File: config.mk
export PLATFORM = sky130hd
export DESIGN_NAME = ternary_rans_encoder
export DESIGN_NICKNAME = d
export VERILOG_FILES = /design/src/trnenc_pkg.sv /design/src/trnenc_fifo.sv /design/src/trnenc_front.sv /design/src/trnenc_back.sv /design/src/ternary_rans_encoder.sv
export SDC_FILE = /design/constraint.sdc
export NUM_CORES = 1
export LEC_CHECK = 0
export BUFFER_PORTS_ARGS = -buffer_cell sky130_fd_sc_hd__buf_2
export CAP_MARGIN = 10
export CORE_UTILIZATION = 55
export DETAILED_ROUTE_END_ITERATION = 6
export GPL_ROUTABILITY_DRIVEN = 0
export PLACE_DENSITY = 0.69
export RECOVER_POWER = 100
export SYNTH_ARGS = -nofsm -noshare
export SYNTH_HDL_FRONTEND = slang
export SYNTH_SLANG_ARGS = --single-unit
export TNS_END_PERCENT = 1
File: constraint.sdc
create_clock -name i_clk -period 9.45 [get_ports i_clk]
set_input_delay 0.945 -clock i_clk [delete_from_list [all_inputs] [get_ports i_clk]]
set_output_delay 0.945 -clock i_clk [all_outputs]
set_load 0.03 [all_outputs]
File: src/trnenc_pkg.sv
package trnenc_pkg;

    // Lane count used when the top level is not overridden.
    localparam int LANES_DEF = 8;

    // Field widths.
    localparam int FREQ_W  = 14;
    localparam int CUM_W   = 15;
    localparam int STATE_W = 31;
    localparam int LANE_W  = 3;
    localparam int SYM_W   = 2;
    localparam int BYTE_W  = 8;
    localparam int IDX_W   = 2;

    // Probability scale and renormalization threshold exponent.
    // The threshold is ((2^23 >> 14) << 8) * f = f << 17.
    localparam int SCALE_BITS   = 14;
    localparam int RENORM_SHIFT = 17;

    // Radix-4 divider: quotient bits (rounded up to even) and iterations.
    localparam int QUO_W     = 18;
    localparam int DIV_STEPS = QUO_W / 2;

    // Bytes emitted by a flush, and the sequencer step counter width.
    localparam int FLUSH_BYTES = 4;
    localparam int CNT_W       = 4;

    // Queue depths.
    localparam int CMDQ_DEPTH = 2;
    localparam int OUTQ_DEPTH = 4;

    // Reset values.
    localparam logic [FREQ_W-1:0]  FREQ0_RST = 14'd5462;
    localparam logic [FREQ_W-1:0]  FREQ1_RST = 14'd5461;
    localparam logic [FREQ_W-1:0]  FREQ2_RST = 14'd5461;
    localparam logic [STATE_W-1:0] STATE_RST = 31'd8388608;

    // Item commands.
    localparam logic CMD_ENCODE = 1'b0;
    localparam logic CMD_FLUSH  = 1'b1;

    // Configuration register indexes.
    localparam logic [IDX_W-1:0] REG_FREQ_ZERO = 2'd0;
    localparam logic [IDX_W-1:0] REG_FREQ_ONE  = 2'd1;
    localparam logic [IDX_W-1:0] REG_FREQ_TWO  = 2'd2;

    // Symbol codes.
    localparam logic [SYM_W-1:0] SYM_ZERO = 2'd0;
    localparam logic [SYM_W-1:0] SYM_ONE  = 2'd1;
    localparam logic [SYM_W-1:0] SYM_TWO  = 2'd2;
    localparam logic [SYM_W-1:0] SYM_NONE = 2'd3;

    // Classified work handed from the front end to the coder.
    typedef struct packed {
        logic              flush;
        logic [LANE_W-1:0] lane;
        logic [FREQ_W-1:0] freq;
        logic [CUM_W-1:0]  cum;
    } t_cmd;

    // One emitted byte.
    typedef struct packed {
        logic [LANE_W-1:0] lane;
        logic [BYTE_W-1:0] data;
        logic              last;
    } t_res;

endpackage

File: src/trnenc_fifo.sv
module trnenc_fifo #(
    parameter int WIDTH = 8,
    parameter int DEPTH = 2
) (
    input  logic             i_clk,
    input  logic             i_rst_n,
    input  logic             i_push,
    input  logic [WIDTH-1:0] i_data,
    output logic             o_full,
    input  logic             i_pop,
    output logic [WIDTH-1:0] o_data,
    output logic             o_empty
);

    localparam int PTR_W = (DEPTH > 1) ? $clog2(DEPTH) : 1;
    localparam int CNT_W = $clog2(DEPTH + 1);

    logic [WIDTH-1:0] r_mem [DEPTH];
    logic [PTR_W-1:0] r_wr_ptr, n_wr_ptr;
    logic [PTR_W-1:0] r_rd_ptr, n_rd_ptr;
    logic [CNT_W-1:0] r_count, n_count;
    logic             do_push;
    logic             do_pop;

    assign o_full  = (r_count == CNT_W'(DEPTH));
    assign o_empty = (r_count == '0);
    assign o_data  = r_mem[r_rd_ptr];
    assign do_push = i_push && !o_full;
    assign do_pop  = i_pop && !o_empty;

    always_comb begin
        n_wr_ptr = r_wr_ptr;
        n_rd_ptr = r_rd_ptr;
        n_count  = r_count;
        if (do_push) begin
            n_wr_ptr = (r_wr_ptr == PTR_W'(DEPTH - 1)) ? '0 : r_wr_ptr + 1'b1;
        end
        if (do_pop) begin
            n_rd_ptr = (r_rd_ptr == PTR_W'(DEPTH - 1)) ? '0 : r_rd_ptr + 1'b1;
        end
        if (do_push && !do_pop) begin
            n_count = r_count + 1'b1;
        end else if (do_pop && !do_push) begin
            n_count = r_count - 1'b1;
        end
    end

    always_ff @(posedge i_clk) begin
        if (!i_rst_n) begin
            r_wr_ptr <= '0;
            r_rd_ptr <= '0;
            r_count  <= '0;
        end else begin
            r_wr_ptr <= n_wr_ptr;
            r_rd_ptr <= n_rd_ptr;
            r_count  <= n_count;
        end
    end

    always_ff @(posedge i_clk) begin
        if (do_push) begin
            r_mem[r_wr_ptr] <= i_data;
        end
    end

endmodule

File: src/trnenc_front.sv
module trnenc_front
    import trnenc_pkg::*;
#(
    parameter int LANES = LANES_DEF
) (
    input  logic              i_clk,
    input  logic              i_rst_n,
    input  logic              i_cfg_we,
    input  logic [IDX_W-1:0]  i_cfg_idx,
    input  logic [FREQ_W-1:0] i_cfg_data,
    input  logic              i_accept,
    input  logic              i_cmd,
    input  logic [LANE_W-1:0] i_lane,
    input  logic [SYM_W-1:0]  i_symbol,
    output logic              o_cmd_valid,
    output t_cmd              o_cmd
);

    localparam logic [LANE_W+1:0] LANE_LIM = (LANE_W + 2)'(LANES);

    logic [FREQ_W-1:0] r_freq0;
    logic [FREQ_W-1:0] r_freq1;
    logic [FREQ_W-1:0] r_freq2;
    logic [FREQ_W-1:0] f0_eff;
    logic [FREQ_W-1:0] f1_eff;
    logic [FREQ_W-1:0] f2_eff;
    logic              lane_ok;
    logic              sym_ok;

    // A frequency register holding zero acts as one.
    function automatic logic [FREQ_W-1:0] eff_freq(input logic [FREQ_W-1:0] f);
        eff_freq = (f == '0) ? FREQ_W'(1) : f;
    endfunction

    always_ff @(posedge i_clk) begin
        if (!i_rst_n) begin
            r_freq0 <= FREQ0_RST;
            r_freq1 <= FREQ1_RST;
            r_freq2 <= FREQ2_RST;
        end else if (i_cfg_we) begin
            case (i_cfg_idx)
                REG_FREQ_ZERO: r_freq0 <= i_cfg_data;
                REG_FREQ_ONE:  r_freq1 <= i_cfg_data;
                REG_FREQ_TWO:  r_freq2 <= i_cfg_data;
                default: ;
            endcase
        end
    end

    assign f0_eff = eff_freq(r_freq0);
    assign f1_eff = eff_freq(r_freq1);
    assign f2_eff = eff_freq(r_freq2);

    // Items on a lane that does not exist, and encodes of the unused symbol
    // code, are dropped here and never reach the coder.
    assign lane_ok     = ({2'b00, i_lane} < LANE_LIM);
    assign sym_ok      = (i_cmd == CMD_FLUSH) || (i_symbol != SYM_NONE);
    assign o_cmd_valid = i_accept && lane_ok && sym_ok;

    always_comb begin
        o_cmd.flush = (i_cmd == CMD_FLUSH);
        o_cmd.lane  = i_lane;
        case (i_symbol)
            SYM_ZERO: begin
                o_cmd.freq = f0_eff;
                o_cmd.cum  = '0;
            end
            SYM_ONE: begin
                o_cmd.freq = f1_eff;
                o_cmd.cum  = CUM_W'(f0_eff);
            end
            default: begin
                o_cmd.freq = f2_eff;
                o_cmd.cum  = CUM_W'(f0_eff) + CUM_W'(f1_eff);
            end
        endcase
    end

endmodule

File: src/trnenc_back.sv
module trnenc_back
    import trnenc_pkg::*;
#(
    parameter int LANES = LANES_DEF
) (
    input  logic i_clk,
    input  logic i_rst_n,
    input  logic i_cmd_avail,
    input  t_cmd i_cmd,
    output logic o_cmd_take,
    input  logic i_res_full,
    output logic o_res_push,
    output t_res o_res
);

    localparam int LIW = (LANES > 1) ? $clog2(LANES) : 1;

    localparam logic [2:0] S_IDLE   = 3'd0;
    localparam logic [2:0] S_RENORM = 3'd1;
    localparam logic [2:0] S_DIV    = 3'd2;
    localparam logic [2:0] S_WRITE  = 3'd3;
    localparam logic [2:0] S_FLUSH  = 3'd4;

    logic [2:0]         r_state, n_state;
    logic [STATE_W-1:0] r_st, n_st;
    t_cmd               r_cmd, n_cmd;
    logic [FREQ_W-1:0]  r_rem, n_rem;
    logic [QUO_W-1:0]   r_quo, n_quo;
    logic [CNT_W-1:0]   r_cnt, n_cnt;
    logic [STATE_W-1:0] r_lanes [LANES];

    logic               lane_we;
    logic [STATE_W-1:0] lane_wdata;
    logic [LIW-1:0]     cur_idx;
    logic [STATE_W-1:0] st_shr;
    logic               need_renorm;
    logic               need_next;
    logic [FREQ_W+1:0]  rem4;
    logic [FREQ_W+1:0]  div_f1;
    logic [FREQ_W+1:0]  div_f2;
    logic [FREQ_W+1:0]  div_f3;
    logic [FREQ_W+1:0]  rem_next;
    logic [1:0]         digit;

    assign cur_idx = LIW'(r_cmd.lane);
    assign st_shr  = r_st >> BYTE_W;

    // State at or above freq << 17 needs another byte out.
    assign need_renorm = (r_st[STATE_W-1:RENORM_SHIFT] >= r_cmd.freq);
    assign need_next   = (st_shr[STATE_W-1:RENORM_SHIFT] >= r_cmd.freq);

    // One radix-4 restoring step: two dividend bits enter the partial remainder.
    assign rem4   = {r_rem, r_quo[QUO_W-1 -: 2]};
    assign div_f1 = (FREQ_W + 2)'(r_cmd.freq);
    assign div_f2 = div_f1 << 1;
    assign div_f3 = div_f1 + div_f2;

    always_comb begin
        if (rem4 >= div_f3) begin
            digit    = 2'd3;
            rem_next = rem4 - div_f3;
        end else if (rem4 >= div_f2) begin
            digit    = 2'd2;
            rem_next = rem4 - div_f2;
        end else if (rem4 >= div_f1) begin
            digit    = 2'd1;
            rem_next = rem4 - div_f1;
        end else begin
            digit    = 2'd0;
            rem_next = rem4;
        end
    end

    always_comb begin
        n_state    = r_state;
        n_st       = r_st;
        n_cmd      = r_cmd;
        n_rem      = r_rem;
        n_quo      = r_quo;
        n_cnt      = r_cnt;
        o_cmd_take = 1'b0;
        o_res_push = 1'b0;
        o_res.lane = r_cmd.lane;
        o_res.data = r_st[BYTE_W-1:0];
        o_res.last = 1'b0;
        lane_we    = 1'b0;
        lane_wdata = STATE_RST;
        case (r_state)
            S_IDLE: begin
                if (i_cmd_avail) begin
                    o_cmd_take = 1'b1;
                    n_cmd      = i_cmd;
                    n_st       = r_lanes[LIW'(i_cmd.lane)];
                    n_cnt      = '0;
                    n_state    = i_cmd.flush ? S_FLUSH : S_RENORM;
                end
            end
            S_RENORM: begin
                if (need_renorm) begin
                    if (!i_res_full) begin
                        o_res_push = 1'b1;
                        o_res.last = !need_next;
                        n_st       = st_shr;
                    end
                end else begin
                    // State is now below freq << 17, so its top 13 bits are
                    // below freq and the quotient fits in 17 bits.
                    n_rem   = FREQ_W'(r_st[STATE_W-1:QUO_W]);
                    n_quo   = r_st[QUO_W-1:0];
                    n_cnt   = '0;
                    n_state = S_DIV;
                end
            end
            S_DIV: begin
                n_rem = rem_next[FREQ_W-1:0];
                n_quo = {r_quo[QUO_W-3:0], digit};
                n_cnt = r_cnt + 1'b1;
                if (r_cnt == CNT_W'(DIV_STEPS - 1)) begin
                    n_state = S_WRITE;
                end
            end
            S_WRITE: begin
                lane_we    = 1'b1;
                lane_wdata = {r_quo[STATE_W-SCALE_BITS-1:0], {SCALE_BITS{1'b0}}}
                           + STATE_W'(r_rem) + STATE_W'(r_cmd.cum);
                n_state    = S_IDLE;
            end
            S_FLUSH: begin
                if (!i_res_full) begin
                    o_res_push = 1'b1;
                    o_res.last = (r_cnt == CNT_W'(FLUSH_BYTES - 1));
                    n_st       = st_shr;
                    n_cnt      = r_cnt + 1'b1;
                    if (r_cnt == CNT_W'(FLUSH_BYTES - 1)) begin
                        lane_we    = 1'b1;
                        lane_wdata = STATE_RST;
                        n_state    = S_IDLE;
                    end
                end
            end
            default: begin
                n_state = S_IDLE;
            end
        endcase
    end

    always_ff @(posedge i_clk) begin
        if (!i_rst_n) begin
            r_state <= S_IDLE;
        end else begin
            r_state <= n_state;
        end
    end

    always_ff @(posedge i_clk) begin
        r_st  <= n_st;
        r_cmd <= n_cmd;
        r_rem <= n_rem;
        r_quo <= n_quo;
        r_cnt <= n_cnt;
    end

    always_ff @(posedge i_clk) begin
        if (!i_rst_n) begin
            for (int i = 0; i < LANES; i++) begin
                r_lanes[i] <= STATE_RST;
            end
        end else if (lane_we) begin
            r_lanes[cur_idx] <= lane_wdata;
        end
    end

endmodule

File: src/ternary_rans_encoder.sv
// Interleaved rANS encoder for ternary symbols with a 14-bit probability
// scale, 31-bit lane states and byte renormalization. Each input item either
// encodes one symbol on one lane or flushes a lane; the bytes it causes come
// out on the result side in emission order (last-in first-out per lane, so
// software reverses each lane's stream), with o_last marking the final byte
// of an item. An encode gives zero, one or two bytes, a flush always four.
// Items on a lane at or above LANES, and encodes of symbol code three, are
// dropped without any result. The coder works on one item at a time. An
// encode fetches the lane state, emits bytes while the state is at or above
// the threshold, finds the state below it and loads the divider, runs the
// radix-4 divider that forms state div freq and state mod freq, and writes
// the new state back. A flush fetches the lane state and emits four bytes.
// A two-entry command queue lets the input side run ahead of the coder, and
// a four-entry result queue keeps the coder going while the result side
// stalls; the coder waits only when that queue is full. The user must write
// the Frequency registers through i_cfg_we, i_cfg_idx and i_cfg_data only
// while the block is idle; the block itself does not enforce this. A
// register holding zero acts as one, and the three are expected to sum to
// 16384 (not checked). All lane states start at 2^23 after reset.
module ternary_rans_encoder
    import trnenc_pkg::*;
#(
    parameter int LANES = LANES_DEF
) (
    input  logic              i_clk,
    input  logic              i_rst_n,
    // Configuration writes.
    input  logic              i_cfg_we,
    input  logic [IDX_W-1:0]  i_cfg_idx,
    input  logic [FREQ_W-1:0] i_cfg_data,
    // Input queue side.
    input  logic              push,
    output logic              full,
    input  logic              i_cmd,
    input  logic [LANE_W-1:0] i_lane,
    input  logic [SYM_W-1:0]  i_symbol,
    // Result queue side.
    output logic              empty,
    input  logic              pop,
    output logic [LANE_W-1:0] o_out_lane,
    output logic [BYTE_W-1:0] o_out_byte,
    output logic              o_last
);

    logic accept;
    logic cmd_valid;
    t_cmd front_cmd;
    t_cmd queued_cmd;
    logic cmdq_empty;
    logic cmd_take;
    logic res_push;
    logic res_full;
    t_res back_res;
    t_res head_res;

    // An input transfer happens whenever the command queue has room.
    assign accept = push && !full;

    // Front end: configuration registers and item classification. It turns
    // each valid item into a command with its frequency and cumulative
    // frequency already resolved.
    trnenc_front #(
        .LANES(LANES)
    ) u_front (
        .i_clk      (i_clk),
        .i_rst_n    (i_rst_n),
        .i_cfg_we   (i_cfg_we),
        .i_cfg_idx  (i_cfg_idx),
        .i_cfg_data (i_cfg_data),
        .i_accept   (accept),
        .i_cmd      (i_cmd),
        .i_lane     (i_lane),
        .i_symbol   (i_symbol),
        .o_cmd_valid(cmd_valid),
        .o_cmd      (front_cmd)
    );

    // Short queue between the front end and the coder. Its full flag is the
    // block's full flag, so a dropped item still waits for a free slot.
    trnenc_fifo #(
        .WIDTH($bits(t_cmd)),
        .DEPTH(CMDQ_DEPTH)
    ) u_cmdq (
        .i_clk  (i_clk),
        .i_rst_n(i_rst_n),
        .i_push (cmd_valid),
        .i_data (front_cmd),
        .o_full (full),
        .i_pop  (cmd_take),
        .o_data (queued_cmd),
        .o_empty(cmdq_empty)
    );

    // Coder: lane states, renormalization, divider and flush sequencing.
    trnenc_back #(
        .LANES(LANES)
    ) u_back (
        .i_clk      (i_clk),
        .i_rst_n    (i_rst_n),
        .i_cmd_avail(!cmdq_empty),
        .i_cmd      (queued_cmd),
        .o_cmd_take (cmd_take),
        .i_res_full (res_full),
        .o_res_push (res_push),
        .o_res      (back_res)
    );

    // Result queue; its head drives the result ports directly.
    trnenc_fifo #(
        .WIDTH($bits(t_res)),
        .DEPTH(OUTQ_DEPTH)
    ) u_outq (
        .i_clk  (i_clk),
        .i_rst_n(i_rst_n),
        .i_push (res_push),
        .i_data (back_res),
        .o_full (res_full),
        .i_pop  (pop),
        .o_data (head_res),
        .o_empty(empty)
    );

    assign o_out_lane = head_res.lane;
    assign o_out_byte = head_res.data;
    assign o_last     = head_res.last;

endmodule

==> qor.txt <==
All-Layer GR Usage: 0.2742
Pleak: 10.73 nW
Crit. End Element: register
Synth top cells by count: nand2_1 (485), edfxtp_1 (461), nor2_1 (317), clkbuf_1 (128), ha_1 (119)
Clk slew on worst S/H paths: 0.06 ns
GR Overflow Total: 0
# hold bufs at CTS: 0
Gate power share: 0.444
Core Util, Final: 0.6019
Worst path max stage delay: 1.98 ns
Worst path cell trace: clkbuf_1, mux2i_1, clkinvlp_2, buf_4, nand2_1, and3_1, a311oi_1, a31oi_1, o21ai_0
Area grow syn2layout: 8.282%
IO buf count: 40
DRT Wirelength: 67.29 mm
CTS Buf Count: 54
First-pass GRT wire length: 103.8 mm
Post-synth cell types: 76
Fill cells: 3924
Final Critical Period: 6.521 ns
Initial Util: 0.5559
1st-pass router iterations: 6
Kind of critical path: register to register
Nets: 2626
Max-cap check violation count: 22
Failing checks: capacitance limit, slew limit
Unrepaired setup endpoints after global routing: no
Share of post-route cells with drive strength above 1: 0.06476
WL/cell: 21.48 um
Initial antenna violation count: 0
Final Cycle Share: 0.6901
WP data required: 9.81 ns
Slowest-stage cell, CP: clkinvlp_2
Proportion of synthesized area in mux cells: 0.03850
Least-Margin Pin Slew: 3.650 ns
Setup WS post-layout: 2.929 ns
Sw frac: 0.4070
XOR/XNOR share of the synthesized area: 0.02905
Post-DP HPWL: 44.14 mm
ANT nets after route: 0
Final clock skew: 0.03358 ns
Endpoints failing setup: 0
Leading area contributor after synthesis: edfxtp_1
Top FF cell, synth: edfxtp_1
Hold Path Class: register to register
Largest net degree at the start of global routing: 70
TritonCTS Sinks: 520
H-tree levels: 2
CTS Buffer Depth: 3
CP max FO: 69
Achievable Freq: 153.3 MHz
Die Width: 221.4 um
Overall die height: 221.4 um
Sw power: 0.003959 W
Ant diodes: 0
Startpoint types: register
Post-synthesis sequential area ratio: 0.5673
Worst vdd ir: 0.0001897 V
Reg power frac: 0.350
Vias in the first global route: 18.16k
Relative slew margins: -1.433
Synth top area share: 0.5227
Post-Place Setup Slack: 4.184 ns
First-iteration detailed-routing DRC count: 1861
Root buf cell: clkbuf_16
Post-synthesis compound-gate area fraction: 0.09746
Synthesized area: 26490 sq um
Synth warn: 0
Vias/cell: 6.067
Mean Syn Cell Area: 10.65 sq um
Hold Vio Cnt, Final: 0
Rows: 80
Number of synthesized flops with an enable pin: 461
Core Region: 47650 sq um
Crit path arrival time: 6.88 ns
Clk_lat worst skew: 0.63 ns
Status: finished with violations
Slew Viols, Final: 703
Post-CTS resize count: 0
I/O pin count: 41
Adder-Cell Fraction of Synth Area: 0.06151
#FFs+latches synth: 520
Clock share of power: 0.206
Count leader, synth: nand2_1
Post-synthesis cell count: 2487
Power per standard cell area: 339.2 nW/um^2
Cells taking the most area after synthesis: edfxtp_1 (52%), nand2_1 (6.9%), ha_1 (5.6%), nor2_1 (4.5%), dfxtp_1 (4.5%)
Setup_tns: 0 ns
Synth Area in Simple Gates: 0.1765
TritonCTS clock tree: yes
Largest family of logic cells by synthesized area: simple AND/OR/NAND/NOR gates
Async SR Flop Fraction: 0
DRC Markers: 0
Int Pwr: 0.005768 W
Mapped Nets: 2640
Via count: 19.00k
Total die area: 49040 sq um
Post-CTS Setup Bufs: 0
-- cell type report --
class                   instances  area (sq um)  area share
clock buffers                  65          1393     0.04856
clock inverters                35         270.3    0.009424
inverters                      56         211.5    0.007373
multi-input cells            1767         10680      0.3724
flip-flops and latches        520         15030      0.5239
well taps                     615         769.5     0.02683
repair buffers                 74         330.3     0.01152
-- power groups by stage --
| stage | registers, W | clock network [W] | logic, W |
|---|---|---|---|
| 3_3_place_gp | 0.00341 | 0 | 0.00418 |
| 6_report | 0.00341 | 0.00200 | 0.00432 |
| 2_1_floorplan | 0.00324 | 0 | 0.00326 |
| 5_1_grt | 0.00343 | 0.00212 | 0.00474 |
| 4_1_cts | 0.00338 | 0.00203 | 0.00430 |
| 3_5_place_dp | 0.00343 | 0 | 0.00427 |
-- logic make-up after synthesis --
family	after synthesis
xor+xnor	87
fa+ha+maj	126
buf+inv	200
flops	520
compound gates	387
simple gates	1084
mux	83
-- flip-flops by register name (all words and copies together) (netlist names), named ones only --
register,flops
u_back.cur_idx,3
u_front.r_freq2,14
u_back.r_rem,14
u_back.div_f1,14
u_back.r_cnt,4
u_cmdq.r_wr_ptr,1
u_cmdq.r_mem,66
u_front.r_freq1,14
u_outq.r_mem,48
u_outq.r_count,3
u_back.r_cmd,15
u_back.r_state,3
u_back.r_lanes,248
u_outq.r_rd_ptr,2
u_cmdq.r_count,2
u_front.r_freq0,14
u_outq.r_wr_ptr,2
u_back.r_quo,18
u_back.r_st,31
u_cmdq.r_rd_ptr,1
-- path summary, 6_finish.rpt --
check | startpoint | endpoint | slack [ns] | cells after the start
worst min-delay path | u_front.r_freq2[10]$_SDFFE_PN1P_ | u_front.r_freq2[10]$_SDFFE_PN1P_ | 0.49 | 2
worst min register to register | u_front.r_freq2[10]$_SDFFE_PN1P_ | u_front.r_freq2[10]$_SDFFE_PN1P_ | 0.49 | 2
worst max-delay path | register | u_back.r_st[8]$_DFFE_PP_ | 2.93 | 9
worst max register to register | register | u_back.r_st[8]$_DFFE_PP_ | 2.93 | 9
-- routing by layer --
metal,share of wire,track usage,up-vias,wire length [um]
met5,0,0,-,0
li1,-,-,8864,-
met4,0.030,0.08781,0,2037
met1,0.42,0.3741,9189,27980
met2,0.47,0.4463,823,31320
met3,0.088,0.04953,125,5951
-- placed cells by master (no fill, tap or decap), types with 31 or more instances in the layout --
cell / netlist / routed
mux2_2: 31 / 31
nor2_1: 317 / 316
nand3_1: 108 / 108
clkbuf_1: 128 / 57
o21ai_0: 97 / 97
ha_1: 119 / 119
dfxtp_1: 59 / 58
nand2_1: 485 / 485
mux2i_1: 40 / 39
xnor2_1: 42 / 42
inv_1: 54 / 55
a311oi_1: 35 / 36
clkbuf_16: 0 / 54
a31oi_1: 36 / 36
xor2_1: 44 / 44
and3_1: 35 / 35
a21oi_1: 67 / 66
edfxtp_1: 461 / 461
-- through the flow --
step / cell area [sq um] / instances / hold slack, ns / power [W]
global route: 28680 / 3132 / 0.5077 / 0.01029
floorplan: 26490 / 2487 / 0.4428 / 0.006503
detailed placement: 27210 / 3032 / 0.4708 / 0.007694
global placement: 27210 / 3032 / 0.4602 / 0.007591
CTS: 28870 / 3132 / 0.4849 / 0.009710
finish: 28680 / 3132 / 0.4874 / 0.009727
-- worst max-delay path, delay by kind of cell, from the launching register on --
kind	cells	cell delay (ns)
compound gates	3	0.67
buf+inv	3	4.46
flops	1	0.31
mux	1	0.44
simple gates	2	0.35
(Power assumes the default switching activity.)
